`src/rtl/sfs_pkg.sv`:
```
package sfs_pkg;

   localparam int MAX_FRAMES = 16;
   localparam int SLOT_W     = $clog2(MAX_FRAMES);
   localparam int COUNT_W    = $clog2(MAX_FRAMES + 1);
   localparam int TILE_W     = 12;
   localparam int DUR_W      = 16;
   localparam int STEP_W     = 16;
   localparam int ACC_W      = 20;
   localparam int CELL_W     = 9;
   localparam int GAP_W      = 8;
   localparam int TCNT_W     = 13;
   localparam int SPEED_W    = 12;
   localparam int SPEED_FRAC = 8;
   localparam int MODE_W     = 2;
   localparam int RECT_W     = 17;
   localparam int CSR_IDX_W  = 3;
   localparam int CSR_DATA_W = 13;
   localparam int DIV_W      = ACC_W;
   localparam int DIV_CNT_W  = $clog2(DIV_W + 1);

   localparam logic [ACC_W-1:0]  ACC_MAX  = {ACC_W{1'b1}};
   localparam logic [RECT_W-1:0] RECT_MAX = {RECT_W{1'b1}};

   localparam logic CMD_LOAD = 1'b0;
   localparam logic CMD_TICK = 1'b1;

   localparam int MODE_LOOP_BIT = 0;
   localparam int MODE_FLIP_BIT = 1;

   typedef enum logic [CSR_IDX_W-1:0] {
      CSR_ATLAS_COLUMNS    = 3'd0,
      CSR_CELL_WIDTH       = 3'd1,
      CSR_CELL_HEIGHT      = 3'd2,
      CSR_CELL_SPACING     = 3'd3,
      CSR_ATLAS_MARGIN     = 3'd4,
      CSR_ATLAS_TILE_COUNT = 3'd5,
      CSR_PLAY_SPEED       = 3'd6,
      CSR_PLAY_MODE        = 3'd7
   } csr_index_type;

   typedef struct packed {
      logic [TILE_W-1:0] tile;
      logic [DUR_W-1:0]  dur;
   } entry_type;

   typedef struct packed {
      logic              en;
      logic [SLOT_W-1:0] addr;
      entry_type         data;
   } tbl_wr_type;

   typedef struct packed {
      logic             start;
      logic [DIV_W-1:0] dividend;
      logic [DIV_W-1:0] divisor;
   } div_req_type;

   typedef struct packed {
      logic             done;
      logic [DIV_W-1:0] quotient;
      logic [DIV_W-1:0] remainder;
   } div_rsp_type;

endpackage

```
`src/rtl/sfs_frame_table.sv`:
```
module sfs_frame_table (
   input  logic                            clock,
   input  sfs_pkg::tbl_wr_type             wr,
   input  logic [sfs_pkg::SLOT_W-1:0]      rd_addr,
   output sfs_pkg::entry_type              rd_data
);

   sfs_pkg::entry_type mem [sfs_pkg::MAX_FRAMES];
   sfs_pkg::entry_type rd_data_ff;

   always_ff @(posedge clock) begin
      if (wr.en) begin
         mem[wr.addr] <= wr.data;
      end
      rd_data_ff <= mem[rd_addr];
   end

   assign rd_data = rd_data_ff;

endmodule

```
`src/rtl/sfs_divider.sv`:
```
module sfs_divider (
   input  logic                 clock,
   input  logic                 reset,
   input  sfs_pkg::div_req_type req,
   output sfs_pkg::div_rsp_type rsp
);

   logic                            busy_ff;
   logic                            done_ff;
   logic [sfs_pkg::DIV_CNT_W-1:0]   count_ff;
   logic [sfs_pkg::DIV_W-1:0]       rem_ff;
   logic [sfs_pkg::DIV_W-1:0]       quo_ff;
   logic [sfs_pkg::DIV_W-1:0]       dsr_ff;
   logic [sfs_pkg::DIV_W:0]         trial;
   logic [sfs_pkg::DIV_W:0]         diff;
   logic                            fits;

   // restoring step: one quotient bit per cycle
   assign trial = {rem_ff, quo_ff[sfs_pkg::DIV_W-1]};
   assign diff  = trial - {1'b0, dsr_ff};
   assign fits  = trial >= {1'b0, dsr_ff};

   always_ff @(posedge clock) begin
      if (reset) begin
         busy_ff  <= 1'b0;
         done_ff  <= 1'b0;
         count_ff <= '0;
      end else begin
         done_ff <= 1'b0;
         if (req.start) begin
            busy_ff  <= 1'b1;
            count_ff <= sfs_pkg::DIV_CNT_W'(sfs_pkg::DIV_W);
            rem_ff   <= '0;
            quo_ff   <= req.dividend;
            dsr_ff   <= req.divisor;
         end else if (busy_ff) begin
            rem_ff   <= fits ? diff[sfs_pkg::DIV_W-1:0] : trial[sfs_pkg::DIV_W-1:0];
            quo_ff   <= {quo_ff[sfs_pkg::DIV_W-2:0], fits};
            count_ff <= count_ff - 1'b1;
            if (count_ff == sfs_pkg::DIV_CNT_W'(1)) begin
               busy_ff <= 1'b0;
               done_ff <= 1'b1;
            end
         end
      end
   end

   assign rsp.done      = done_ff;
   assign rsp.quotient  = quo_ff;
   assign rsp.remainder = rem_ff;

   a_no_restart: assert property (@(posedge clock) disable iff (reset)
      req.start |-> !busy_ff)
      else $error("divider started while busy");

   a_rem_below_divisor: assert property (@(posedge clock) disable iff (reset)
      done_ff |-> (rem_ff < dsr_ff))
      else $error("divider remainder not below divisor");

   a_done_after_busy: assert property (@(posedge clock) disable iff (reset)
      done_ff |-> $past(busy_ff))
      else $error("divider done without a run");

endmodule

```
`src/rtl/sprite_frame_sequencer_unit.sv`:
```
// Sprite frame sequencer: one item at a time, req_ready is low while an item is at work.
// Load item: writes the table entry, then re-sums the durations of the loaded frames.
// Tick item: walks the table one entry at a time, with a last address step when it runs off the end,
//   plus a divider run for a wrap and another for a change to a valid tile (20-step serial divider).
// A new item is taken only back in S_IDLE, after the result is registered.
// Reset (synchronous, active high) clears state, loads register defaults; table is not cleared.
module sprite_frame_sequencer_unit (
   input  logic                               clock,
   input  logic                               reset,

   input  logic                               req_valid,
   output logic                               req_ready,
   input  logic                               req_command,
   input  logic [sfs_pkg::SLOT_W-1:0]         req_slot,
   input  logic [sfs_pkg::TILE_W-1:0]         req_frame_tile,
   input  logic [sfs_pkg::DUR_W-1:0]          req_frame_duration,
   input  logic                               req_final_entry,
   input  logic [sfs_pkg::STEP_W-1:0]         req_time_step,

   output logic                               rsp_valid,
   input  logic                               rsp_ready,
   output logic [sfs_pkg::SLOT_W-1:0]         rsp_current_frame,
   output logic                               rsp_frame_moved,
   output logic                               rsp_flip_horizontal,
   output logic [sfs_pkg::TILE_W-1:0]         rsp_shown_tile,
   output logic                               rsp_rect_valid,
   output logic [sfs_pkg::RECT_W-1:0]         rsp_rect_left,
   output logic [sfs_pkg::RECT_W-1:0]         rsp_rect_top,
   output logic [sfs_pkg::CELL_W-1:0]         rsp_rect_width,
   output logic [sfs_pkg::CELL_W-1:0]         rsp_rect_height,

   input  logic                               csr_wr_en,
   input  logic [sfs_pkg::CSR_IDX_W-1:0]      csr_index,
   input  logic [sfs_pkg::CSR_DATA_W-1:0]     csr_wdata
);

   typedef enum logic [3:0] {
      S_IDLE,
      S_LOAD_WR,
      S_SUM_ADDR,
      S_SUM_ACC,
      S_ACC,
      S_WRAP,
      S_WALK_ADDR,
      S_WALK_CMP,
      S_DIV_RC,
      S_MUL_L,
      S_MUL_T,
      S_RECT_T,
      S_SHOW,
      S_DONE
   } state_type;

   localparam int PROD_W  = sfs_pkg::SPEED_W + sfs_pkg::STEP_W;
   localparam int MULA_W  = sfs_pkg::TILE_W;
   localparam int MULB_W  = sfs_pkg::CELL_W + 1;
   localparam int MPROD_W = MULA_W + MULB_W;

   state_type state_ff;

   // configuration registers
   logic [sfs_pkg::CELL_W-1:0]  atlas_columns_ff;
   logic [sfs_pkg::CELL_W-1:0]  cell_width_ff;
   logic [sfs_pkg::CELL_W-1:0]  cell_height_ff;
   logic [sfs_pkg::GAP_W-1:0]   cell_spacing_ff;
   logic [sfs_pkg::GAP_W-1:0]   atlas_margin_ff;
   logic [sfs_pkg::TCNT_W-1:0]  atlas_tile_count_ff;
   logic [sfs_pkg::SPEED_W-1:0] play_speed_ff;
   logic [sfs_pkg::MODE_W-1:0]  play_mode_ff;

   // animation state
   logic [sfs_pkg::COUNT_W-1:0] frame_count_ff;
   logic [sfs_pkg::ACC_W-1:0]   total_ff;
   logic [sfs_pkg::ACC_W-1:0]   elapsed_ff;
   logic [sfs_pkg::SLOT_W-1:0]  frame_now_ff;
   logic                        flip_ff;

   // per-item working registers
   logic [sfs_pkg::SLOT_W-1:0]  slot_ff;
   sfs_pkg::entry_type          entry_ff;
   logic                        final_ff;
   logic [PROD_W-1:0]           prod_ff;
   logic [sfs_pkg::COUNT_W-1:0] idx_ff;
   logic [sfs_pkg::ACC_W-1:0]   acc_ff;
   logic                        changed_ff;
   logic                        rvalid_ff;
   logic [sfs_pkg::CELL_W-1:0]  col_ff;
   logic [sfs_pkg::TILE_W-1:0]  row_ff;
   logic [MPROD_W-1:0]          mprod_ff;
   logic [sfs_pkg::RECT_W-1:0]  rl_ff;
   logic [sfs_pkg::RECT_W-1:0]  rt_ff;

   // result register
   logic                        rsp_valid_ff;
   logic [sfs_pkg::SLOT_W-1:0]  rsp_frame_ff;
   logic                        rsp_changed_ff;
   logic                        rsp_flip_ff;
   logic [sfs_pkg::TILE_W-1:0]  rsp_tile_ff;
   logic                        rsp_rvalid_ff;
   logic [sfs_pkg::RECT_W-1:0]  rsp_left_ff;
   logic [sfs_pkg::RECT_W-1:0]  rsp_top_ff;
   logic [sfs_pkg::CELL_W-1:0]  rsp_width_ff;
   logic [sfs_pkg::CELL_W-1:0]  rsp_height_ff;

   // table and divider hookup
   sfs_pkg::tbl_wr_type         tbl_wr;
   logic [sfs_pkg::SLOT_W-1:0]  tbl_rd_addr;
   sfs_pkg::entry_type          tbl_rd;
   sfs_pkg::div_req_type        div_req;
   sfs_pkg::div_rsp_type        div_rsp;

   // datapath
   logic [sfs_pkg::ACC_W-1:0]   delta;
   logic [sfs_pkg::ACC_W:0]     elapsed_sum;
   logic [sfs_pkg::ACC_W-1:0]   elapsed_in;
   logic [sfs_pkg::ACC_W:0]     total_sum;
   logic [sfs_pkg::ACC_W-1:0]   acc_in;
   logic                        walk_pass;
   logic                        walk_move;
   logic                        tile_ok;
   logic [sfs_pkg::CELL_W-1:0]  cols_eff;
   logic [MULA_W-1:0]           mul_a;
   logic [MULB_W-1:0]           mul_b;
   logic [MPROD_W:0]            rect_sum;
   logic [sfs_pkg::RECT_W-1:0]  rect_in;
   logic                        out_free;

   sfs_frame_table u_table (
      .clock   (clock),
      .wr      (tbl_wr),
      .rd_addr (tbl_rd_addr),
      .rd_data (tbl_rd)
   );

   sfs_divider u_divider (
      .clock (clock),
      .reset (reset),
      .req   (div_req),
      .rsp   (div_rsp)
   );

   // accumulator step: truncated speed * step in 8 fraction bits, saturate
   assign delta       = prod_ff[sfs_pkg::SPEED_FRAC +: sfs_pkg::ACC_W];
   assign elapsed_sum = {1'b0, elapsed_ff} + {1'b0, delta};
   assign elapsed_in  = elapsed_sum[sfs_pkg::ACC_W] ? sfs_pkg::ACC_MAX
                                                    : elapsed_sum[sfs_pkg::ACC_W-1:0];

   // duration sum over the table, saturating
   assign total_sum = {1'b0, acc_ff} + (sfs_pkg::ACC_W + 1)'(tbl_rd.dur);
   assign acc_in    = total_sum[sfs_pkg::ACC_W] ? sfs_pkg::ACC_MAX
                                                : total_sum[sfs_pkg::ACC_W-1:0];

   // frame walk: skip while the remaining time covers this frame
   assign walk_pass = acc_ff >= sfs_pkg::ACC_W'(tbl_rd.dur);
   assign walk_move = !walk_pass && (idx_ff[sfs_pkg::SLOT_W-1:0] != frame_now_ff);
   assign tile_ok   = {1'b0, tbl_rd.tile} < atlas_tile_count_ff;
   assign cols_eff  = (atlas_columns_ff == '0) ? sfs_pkg::CELL_W'(1) : atlas_columns_ff;

   // shared serial divider: wrap modulo on ticks, then column / row of the tile
   always_comb begin
      div_req.start    = 1'b0;
      div_req.dividend = elapsed_in;
      div_req.divisor  = total_ff;
      if (state_ff == S_ACC) begin
         div_req.start = (elapsed_in >= total_ff) && play_mode_ff[sfs_pkg::MODE_LOOP_BIT];
      end else if (state_ff == S_WALK_CMP) begin
         div_req.start    = walk_move && tile_ok;
         div_req.dividend = sfs_pkg::DIV_W'(tbl_rd.tile);
         div_req.divisor  = sfs_pkg::DIV_W'(cols_eff);
      end
   end

   // one multiplier for both rectangle axes
   always_comb begin
      if (state_ff == S_MUL_L) begin
         mul_a = MULA_W'(col_ff);
         mul_b = MULB_W'(cell_width_ff) + MULB_W'(cell_spacing_ff);
      end else begin
         mul_a = row_ff;
         mul_b = MULB_W'(cell_height_ff) + MULB_W'(cell_spacing_ff);
      end
   end

   assign rect_sum = {1'b0, mprod_ff} + (MPROD_W + 1)'(atlas_margin_ff);
   assign rect_in  = (rect_sum > (MPROD_W + 1)'(sfs_pkg::RECT_MAX)) ? sfs_pkg::RECT_MAX
                                                                     : rect_sum[sfs_pkg::RECT_W-1:0];

   always_comb begin
      tbl_wr.en   = (state_ff == S_LOAD_WR);
      tbl_wr.addr = slot_ff;
      tbl_wr.data = entry_ff;
   end

   // one read port: walk and sum index the table, otherwise read the shown frame
   always_comb begin
      if (state_ff == S_SUM_ADDR || state_ff == S_WALK_ADDR) begin
         tbl_rd_addr = idx_ff[sfs_pkg::SLOT_W-1:0];
      end else begin
         tbl_rd_addr = frame_now_ff;
      end
   end

   assign out_free  = !rsp_valid_ff || rsp_ready;
   assign req_ready = (state_ff == S_IDLE);

   // configuration writes
   always_ff @(posedge clock) begin
      if (reset) begin
         atlas_columns_ff    <= sfs_pkg::CELL_W'(1);
         cell_width_ff       <= sfs_pkg::CELL_W'(16);
         cell_height_ff      <= sfs_pkg::CELL_W'(16);
         cell_spacing_ff     <= '0;
         atlas_margin_ff     <= '0;
         atlas_tile_count_ff <= sfs_pkg::TCNT_W'(1);
         play_speed_ff       <= sfs_pkg::SPEED_W'(256);
         play_mode_ff        <= sfs_pkg::MODE_W'(1);
      end else if (csr_wr_en) begin
         unique case (sfs_pkg::csr_index_type'(csr_index))
            sfs_pkg::CSR_ATLAS_COLUMNS:    atlas_columns_ff <= csr_wdata[sfs_pkg::CELL_W-1:0];
            sfs_pkg::CSR_CELL_WIDTH:       cell_width_ff    <= csr_wdata[sfs_pkg::CELL_W-1:0];
            sfs_pkg::CSR_CELL_HEIGHT:      cell_height_ff   <= csr_wdata[sfs_pkg::CELL_W-1:0];
            sfs_pkg::CSR_CELL_SPACING:     cell_spacing_ff  <= csr_wdata[sfs_pkg::GAP_W-1:0];
            sfs_pkg::CSR_ATLAS_MARGIN:     atlas_margin_ff  <= csr_wdata[sfs_pkg::GAP_W-1:0];
            sfs_pkg::CSR_ATLAS_TILE_COUNT: atlas_tile_count_ff <= csr_wdata;
            sfs_pkg::CSR_PLAY_SPEED:       play_speed_ff    <= csr_wdata[sfs_pkg::SPEED_W-1:0];
            sfs_pkg::CSR_PLAY_MODE:        play_mode_ff     <= csr_wdata[sfs_pkg::MODE_W-1:0];
            default: ;
         endcase
      end
   end

   // sequencer
   always_ff @(posedge clock) begin
      if (reset) begin
         state_ff       <= S_IDLE;
         frame_count_ff <= '0;
         total_ff       <= '0;
         elapsed_ff     <= '0;
         frame_now_ff   <= '0;
         flip_ff        <= 1'b0;
         rsp_valid_ff   <= 1'b0;
      end else begin
         // drop the result once taken; in S_DONE the next result takes its place
         if (rsp_valid_ff && rsp_ready && state_ff != S_DONE) begin
            rsp_valid_ff <= 1'b0;
         end
         unique case (state_ff)
            S_IDLE: begin
               if (req_valid) begin
                  slot_ff       <= req_slot;
                  entry_ff.tile <= req_frame_tile;
                  entry_ff.dur  <= req_frame_duration;
                  final_ff      <= req_final_entry;
                  prod_ff       <= PROD_W'(play_speed_ff) * PROD_W'(req_time_step);
                  changed_ff    <= 1'b0;
                  rvalid_ff     <= 1'b0;
                  rl_ff         <= '0;
                  rt_ff         <= '0;
                  if (req_command == sfs_pkg::CMD_LOAD) begin
                     state_ff <= S_LOAD_WR;
                  end else if (frame_count_ff == '0 || total_ff == '0) begin
                     // nothing to play: report the state as it is
                     state_ff <= S_SHOW;
                  end else begin
                     state_ff <= S_ACC;
                  end
               end
            end
            S_LOAD_WR: begin
               if (final_ff) begin
                  frame_count_ff <= sfs_pkg::COUNT_W'(slot_ff) + 1'b1;
               end
               idx_ff   <= '0;
               acc_ff   <= '0;
               state_ff <= S_SUM_ADDR;
            end
            S_SUM_ADDR: begin
               if (idx_ff >= frame_count_ff) begin
                  total_ff <= acc_ff;
                  state_ff <= S_SHOW;
               end else begin
                  state_ff <= S_SUM_ACC;
               end
            end
            S_SUM_ACC: begin
               acc_ff   <= acc_in;
               idx_ff   <= idx_ff + 1'b1;
               state_ff <= S_SUM_ADDR;
            end
            S_ACC: begin
               idx_ff <= '0;
               if (elapsed_in >= total_ff) begin
                  if (play_mode_ff[sfs_pkg::MODE_LOOP_BIT]) begin
                     // wrap: divider started this cycle
                     if (play_mode_ff[sfs_pkg::MODE_FLIP_BIT]) begin
                        flip_ff <= !flip_ff;
                     end
                     state_ff <= S_WRAP;
                  end else begin
                     elapsed_ff <= total_ff;
                     acc_ff     <= total_ff;
                     state_ff   <= S_WALK_ADDR;
                  end
               end else begin
                  elapsed_ff <= elapsed_in;
                  acc_ff     <= elapsed_in;
                  state_ff   <= S_WALK_ADDR;
               end
            end
            S_WRAP: begin
               if (div_rsp.done) begin
                  elapsed_ff <= div_rsp.remainder;
                  acc_ff     <= div_rsp.remainder;
                  state_ff   <= S_WALK_ADDR;
               end
            end
            S_WALK_ADDR: begin
               // past the last frame: holding at the end, frame stays
               state_ff <= (idx_ff >= frame_count_ff) ? S_SHOW : S_WALK_CMP;
            end
            S_WALK_CMP: begin
               if (walk_pass) begin
                  acc_ff   <= acc_ff - sfs_pkg::ACC_W'(tbl_rd.dur);
                  idx_ff   <= idx_ff + 1'b1;
                  state_ff <= S_WALK_ADDR;
               end else if (walk_move) begin
                  frame_now_ff <= idx_ff[sfs_pkg::SLOT_W-1:0];
                  changed_ff   <= 1'b1;
                  state_ff     <= tile_ok ? S_DIV_RC : S_SHOW;
               end else begin
                  state_ff <= S_SHOW;
               end
            end
            S_DIV_RC: begin
               if (div_rsp.done) begin
                  col_ff   <= div_rsp.remainder[sfs_pkg::CELL_W-1:0];
                  row_ff   <= div_rsp.quotient[sfs_pkg::TILE_W-1:0];
                  state_ff <= S_MUL_L;
               end
            end
            S_MUL_L: begin
               mprod_ff <= MPROD_W'(mul_a) * MPROD_W'(mul_b);
               state_ff <= S_MUL_T;
            end
            S_MUL_T: begin
               rl_ff    <= rect_in;
               mprod_ff <= MPROD_W'(mul_a) * MPROD_W'(mul_b);
               state_ff <= S_RECT_T;
            end
            S_RECT_T: begin
               rt_ff     <= rect_in;
               rvalid_ff <= 1'b1;
               state_ff  <= S_SHOW;
            end
            S_SHOW: begin
               // table read of the shown frame lands next cycle
               state_ff <= S_DONE;
            end
            S_DONE: begin
               if (out_free) begin
                  rsp_valid_ff   <= 1'b1;
                  rsp_frame_ff   <= frame_now_ff;
                  rsp_changed_ff <= changed_ff;
                  rsp_flip_ff    <= flip_ff;
                  rsp_tile_ff    <= tbl_rd.tile;
                  rsp_rvalid_ff  <= rvalid_ff;
                  rsp_left_ff    <= rl_ff;
                  rsp_top_ff     <= rt_ff;
                  rsp_width_ff   <= rvalid_ff ? cell_width_ff : '0;
                  rsp_height_ff  <= rvalid_ff ? cell_height_ff : '0;
                  state_ff       <= S_IDLE;
               end
            end
            default: state_ff <= S_IDLE;
         endcase
      end
   end

   assign rsp_valid           = rsp_valid_ff;
   assign rsp_current_frame   = rsp_frame_ff;
   assign rsp_frame_moved     = rsp_changed_ff;
   assign rsp_flip_horizontal = rsp_flip_ff;
   assign rsp_shown_tile      = rsp_tile_ff;
   assign rsp_rect_valid      = rsp_rvalid_ff;
   assign rsp_rect_left       = rsp_left_ff;
   assign rsp_rect_top        = rsp_top_ff;
   assign rsp_rect_width      = rsp_width_ff;
   assign rsp_rect_height     = rsp_height_ff;

   a_rect_needs_change: assert property (@(posedge clock) disable iff (reset)
      (rsp_valid_ff && rsp_rvalid_ff) |-> rsp_changed_ff)
      else $error("rectangle reported without a frame change");

   a_no_rect_zero: assert property (@(posedge clock) disable iff (reset)
      (rsp_valid_ff && !rsp_rvalid_ff) |->
         (rsp_left_ff == '0 && rsp_top_ff == '0 && rsp_width_ff == '0 && rsp_height_ff == '0))
      else $error("rectangle fields not cleared");

   a_wrap_below_total: assert property (@(posedge clock) disable iff (reset)
      (state_ff == S_WRAP && div_rsp.done) |-> (div_rsp.remainder < total_ff))
      else $error("wrapped accumulator not below total");

   a_new_frame_in_range: assert property (@(posedge clock) disable iff (reset)
      (state_ff == S_WALK_CMP && walk_move) |=>
         (sfs_pkg::COUNT_W'(frame_now_ff) < frame_count_ff))
      else $error("frame index beyond frame count");

endmodule
```
`config.mk`:
```
export PLATFORM = sky130hd
export DESIGN_NAME = sprite_frame_sequencer_unit
export DESIGN_NICKNAME = d
export VERILOG_FILES = /design/src/rtl/sfs_pkg.sv /design/src/rtl/sfs_frame_table.sv /design/src/rtl/sfs_divider.sv /design/src/rtl/sprite_frame_sequencer_unit.sv
export SDC_FILE = /design/constraint.sdc
export NUM_CORES = 2
export LEC_CHECK = 0
export ABC_AREA = 1
export BUFFER_PORTS_ARGS = -buffer_cell sky130_fd_sc_hd__buf_4
export CORE_ASPECT_RATIO = 1.4
export CORE_UTILIZATION = 43
export CTS_BUF_LIST = sky130_fd_sc_hd__clkbuf_4 sky130_fd_sc_hd__clkbuf_8 sky130_fd_sc_hd__clkbuf_16
export DETAILED_ROUTE_END_ITERATION = 16
export GPL_ROUTABILITY_DRIVEN = 0
export PLACE_DENSITY_LB_ADDON = 0.3
export SLEW_MARGIN = 10
export SYNTH_ARGS = -nofsm -noshare
export SYNTH_HDL_FRONTEND = slang
export SYNTH_SLANG_ARGS = --single-unit
```
`constraint.sdc`:
```
create_clock -name clock -period 9.2 [get_ports clock]
set_clock_uncertainty 0.15 [all_clocks]
set_input_delay 0 -clock clock [delete_from_list [all_inputs] [get_ports clock]]
set_output_delay 0 -clock clock [all_outputs]
set_load 0.05 [all_outputs]
```
==> flow_summary.json <==
{
  "status": "completed",
  "crit_path_max_fanout": 30,
  "setup_viol": 0,
  "viasPerCell": 5.35,
  "fin_crit_sh": 0.857,
  "die_x_um": 294,
  "start_kind": "flip-flop",
  "synthToLayoutAreaGrowth_pct": 13.8,
  "wirelength_um": 143000,
  "drv_slew": 0,
  "vias": 39000,
  "syn_area_per_cell_um2": 9.44,
  "cp.arrival_ns": 8.18,
  "cp_common_cell": "nand2_1",
  "ys.flop_type": "edfxtp_1",
  "synth.largest_area_cell": "edfxtp_1",
  "cts_buffers": 91,
  "worst_slew_pin_slew_ns": 1.07,
  "grt_overflow": 0,
  "max_freq_ghz": 0.127,
  "portBuffers": 143,
  "ys_ff_latch": 896,
  "die_y_um": 411,
  "root_buffer": "clkbuf_16",
  "ant_nets": 0,
  "grt_pass1_vias": 38800,
  "wl_per_cell_um": 19.5,
  "path_clk_slew_ns": 0.06,
  "drive_gt1_frac": 0.0836,
  "grt_pass1_wl_um": 219000,
  "slew_headroom": 0.283,
  "dpl.cell_count": 7015,
  "cts.path.max_buffers": 3,
  "ff2ff_setup_slack_ns": 1.31,
  "post-cts-setup-buffers": 0,
  "n_fill_cell": 11000,
  "clkLatencyLatePin_ns": 0.71,
  "netlist_area_um2": 51500,
  "cpPeakStageDelay_ns": 0.55,
  "grt_antenna_before_repair": 1,
  "cp-end-kind": "flip-flop",
  "grt_max_degree": 137,
  "rr_worst_depth": 36,
  "worst_slack_ns": 1.31,
  "pre_cts_slack_ns": 1.24,
  "maxCapViolations": 0,
  "p_leak_uw": 0.0251,
  "instances_no_fill": 7304,
  "cts_sinks": 896,
  "grt_setup_unrepaired": "false",
  "hpwl_um": 97500,
  "synth.area.top_cells": "edfxtp_1 43%, fa_1 8.7%, nand2_1 7.9%",
  "min_period_ns": 7.89,
  "dieArea_um2": 121000,
  "netlist_instances": 5450,
  "io_pins": 144,
  "min_from": "csr_wdata[9]",
  "synth.top_cells.by_count": "1,077 x nand2_1, 744 x inv_1, 736 x edfxtp_1, 663 x nor2_1, 394 x o21ai_0",
  "yosysMostFrequentCell": "nand2_1",
  "ys_types": 56,
  "crit_required_ns": 9.49,
  "critPathKind": "reg -> reg",
  "post_cts_resized": 0,
  "finalHoldViolCount": 0,
  "cts_tree": "done",
  "drtIter0Drc": 3020,
  "p_per_area_nw_per_um2": 245,
  "reg2reg_from": "state_ff[3]",
  "whs_endpoint": "atlas_tile_count_ff[9]",
  "start_util": 0.435,
  "n_antenna_cell": 0,
  "seq_area_frac_synth": 0.492,
  "max-vdd-ir-drop_mv": 0.193,
  "drc": 0,
  "rows": 149,
  "timing.hold.worst_path_depth": 4,
  "htree_levels": 3,
  "dr.pass1.iters": 6,
  "grt_use_total": 0.235,
  "synth_edf_count": 736,
  "synth_nets": 5995,
  "hold_class": "in -> reg",
  "synthArstFlopShare": 0,
  "coreArea_um2": 118000,
  "yosys_warnings": 0,
  "crit-reg2reg-capture": "mprod_ff[16]",
  "critical_path.slowest_cell": "fa_1",
  "finalNetCount": 6186,
  "yosysTopAreaCellShare": 0.429,
  "final.setup.tns_ns": 0
}
==> cell usage in the layout, fill, tap and decap left out, types with 14 or more instances in the layout <==
| master | Yosys | routed |
|---|---|---|
| o22ai_1 | 33 | 33 |
| xnor2_1 | 27 | 27 |
| edfxtp_1 | 736 | 736 |
| buf_4 | 13 | 185 |
| nand3_1 | 171 | 171 |
| inv_1 | 744 | 743 |
| a21oi_1 | 240 | 239 |
| clkinv_2 | 0 | 16 |
| xor2_1 | 64 | 64 |
| bufinv_16 | 0 | 14 |
| nor3_1 | 36 | 31 |
| o21ai_2 | 18 | 17 |
| nand2_1 | 1077 | 1077 |
| o21ai_0 | 394 | 393 |
| clkbuf_16 | 0 | 93 |
| dfxtp_1 | 160 | 160 |
| inv_2 | 21 | 21 |
| dlygate4sd3_1 | 0 | 118 |
| ha_1 | 251 | 251 |
| or2_2 | 17 | 17 |
| o21ai_1 | 67 | 66 |
| fa_1 | 223 | 223 |
| o211ai_1 | 40 | 40 |
| nor2_4 | 2 | 16 |
| nand4_1 | 50 | 50 |
| nor2_1 | 663 | 648 |
| o221ai_1 | 82 | 82 |
| nand3_2 | 15 | 15 |
| clkbuf_4 | 0 | 14 |
==> cells by family (layout without fill, tap and decap cells) <==
logic type | count (synthesis) | count (layout) | share of synthesized area
AND/OR/NAND/NOR | 2080 | 2080 | 0.166
adder cells (fa/ha/maj) | 474 | 474 | 0.148
AO/OA/AOI/OAI | 932 | 932 | 0.104
flip-flops | 896 | 896 | 0.492
buffers and inverters | 977 | 1246 | 0.0757
XOR/XNOR | 91 | 91 | 0.0155
==> stage by stage <==
stage	total power (uW)	util	area [um2]	hold WS [ns]
final	14400	0.495	58600	0.0536
after global routing	15200	0.495	58600	0.0808
after CTS	14400	0.495	58600	0.0109
after detailed placement	10300	0.457	54000	0.0293
after global placement	10200	0.457	54000	0.0282
after floorplan	8740	-	51500	-0.0511
==> report_power, final <==
part / internal (uW) / switching (uW) / leakage, uW / total [uW]
Clock: 2380 / 1680 / 0.00164 / 4060
Sequential: 4990 / 380 / 0.00800 / 5370
Combinational: 1550 / 3370 / 0.0154 / 4920
Total: 8910 / 5440 / 0.0251 / 14400
==> worst max-delay path, delay by kind of cell (launching register included) <==
family | cells | cell delay [ns]
compound gates | 7 | 1.27
simple gates | 15 | 1.65
flops | 1 | 0.42
fa+ha+maj | 7 | 3.34
buf+inv | 7 | 0.81
==> area by class of cell <==
type / count / area (um2) / share of cell area
clock buffers: 113 / 2510 / 0.0429
repair buffers: 303 / 2570 / 0.0439
clock inverters: 58 / 837 / 0.0143
well taps: 1585 / 1980 / 0.0339
flip-flops and latches: 896 / 25300 / 0.432
inverters: 772 / 2910 / 0.0496
multi-input cells: 3577 / 22400 / 0.383
==> metal layers <==
metal	GRT usage	wire [um]
met2	0.424	73600
met4	0.134	8310
met3	0.0288	7490
met5	0	8
met1	0.266	53300
==> state kept, by name, summed over array words and instances (netlist names), 12 cells and up <==
name	cells
u_divider.dsr_ff	20
elapsed_ff	20
u_table.mem	448
acc_ff	20
u_divider.rem_ff	20
rt_ff	17
entry_ff	28
total_ff	20
rl_ff	17
rsp_rect_left	17
rsp_shown_tile	12
u_divider.quo_ff	20
atlas_tile_count_ff	13
u_table.rd_data	28
mprod_ff	22
row_ff	12
rsp_rect_top	17
play_speed_ff	12
prod_ff	20
==> what timing repair did <==
item,in CTS,in global routing
hold buffers,118,0
endpoints found under the hold margin,191,0
setup endpoints to repair,0,0
==> worst max path at each step <==
stage / startpoint / to / slack, ns / depth (start not counted)
3_3_place_gp: state_ff[3] / mprod_ff[14] / 1.37 / 37
4_1_cts: state_ff[3] / mprod_ff[16] / 1.24 / 36
6_report: state_ff[3] / mprod_ff[16] / 1.31 / 36
3_5_place_dp: state_ff[3] / mprod_ff[14] / 1.24 / 36
2_1_floorplan: state_ff[0] / rsp_current_frame[0] / 1.03 / 4
5_1_grt: state_ff[3] / mprod_ff[14] / 0.65 / 34
Power figures use the tool's default switching activity.
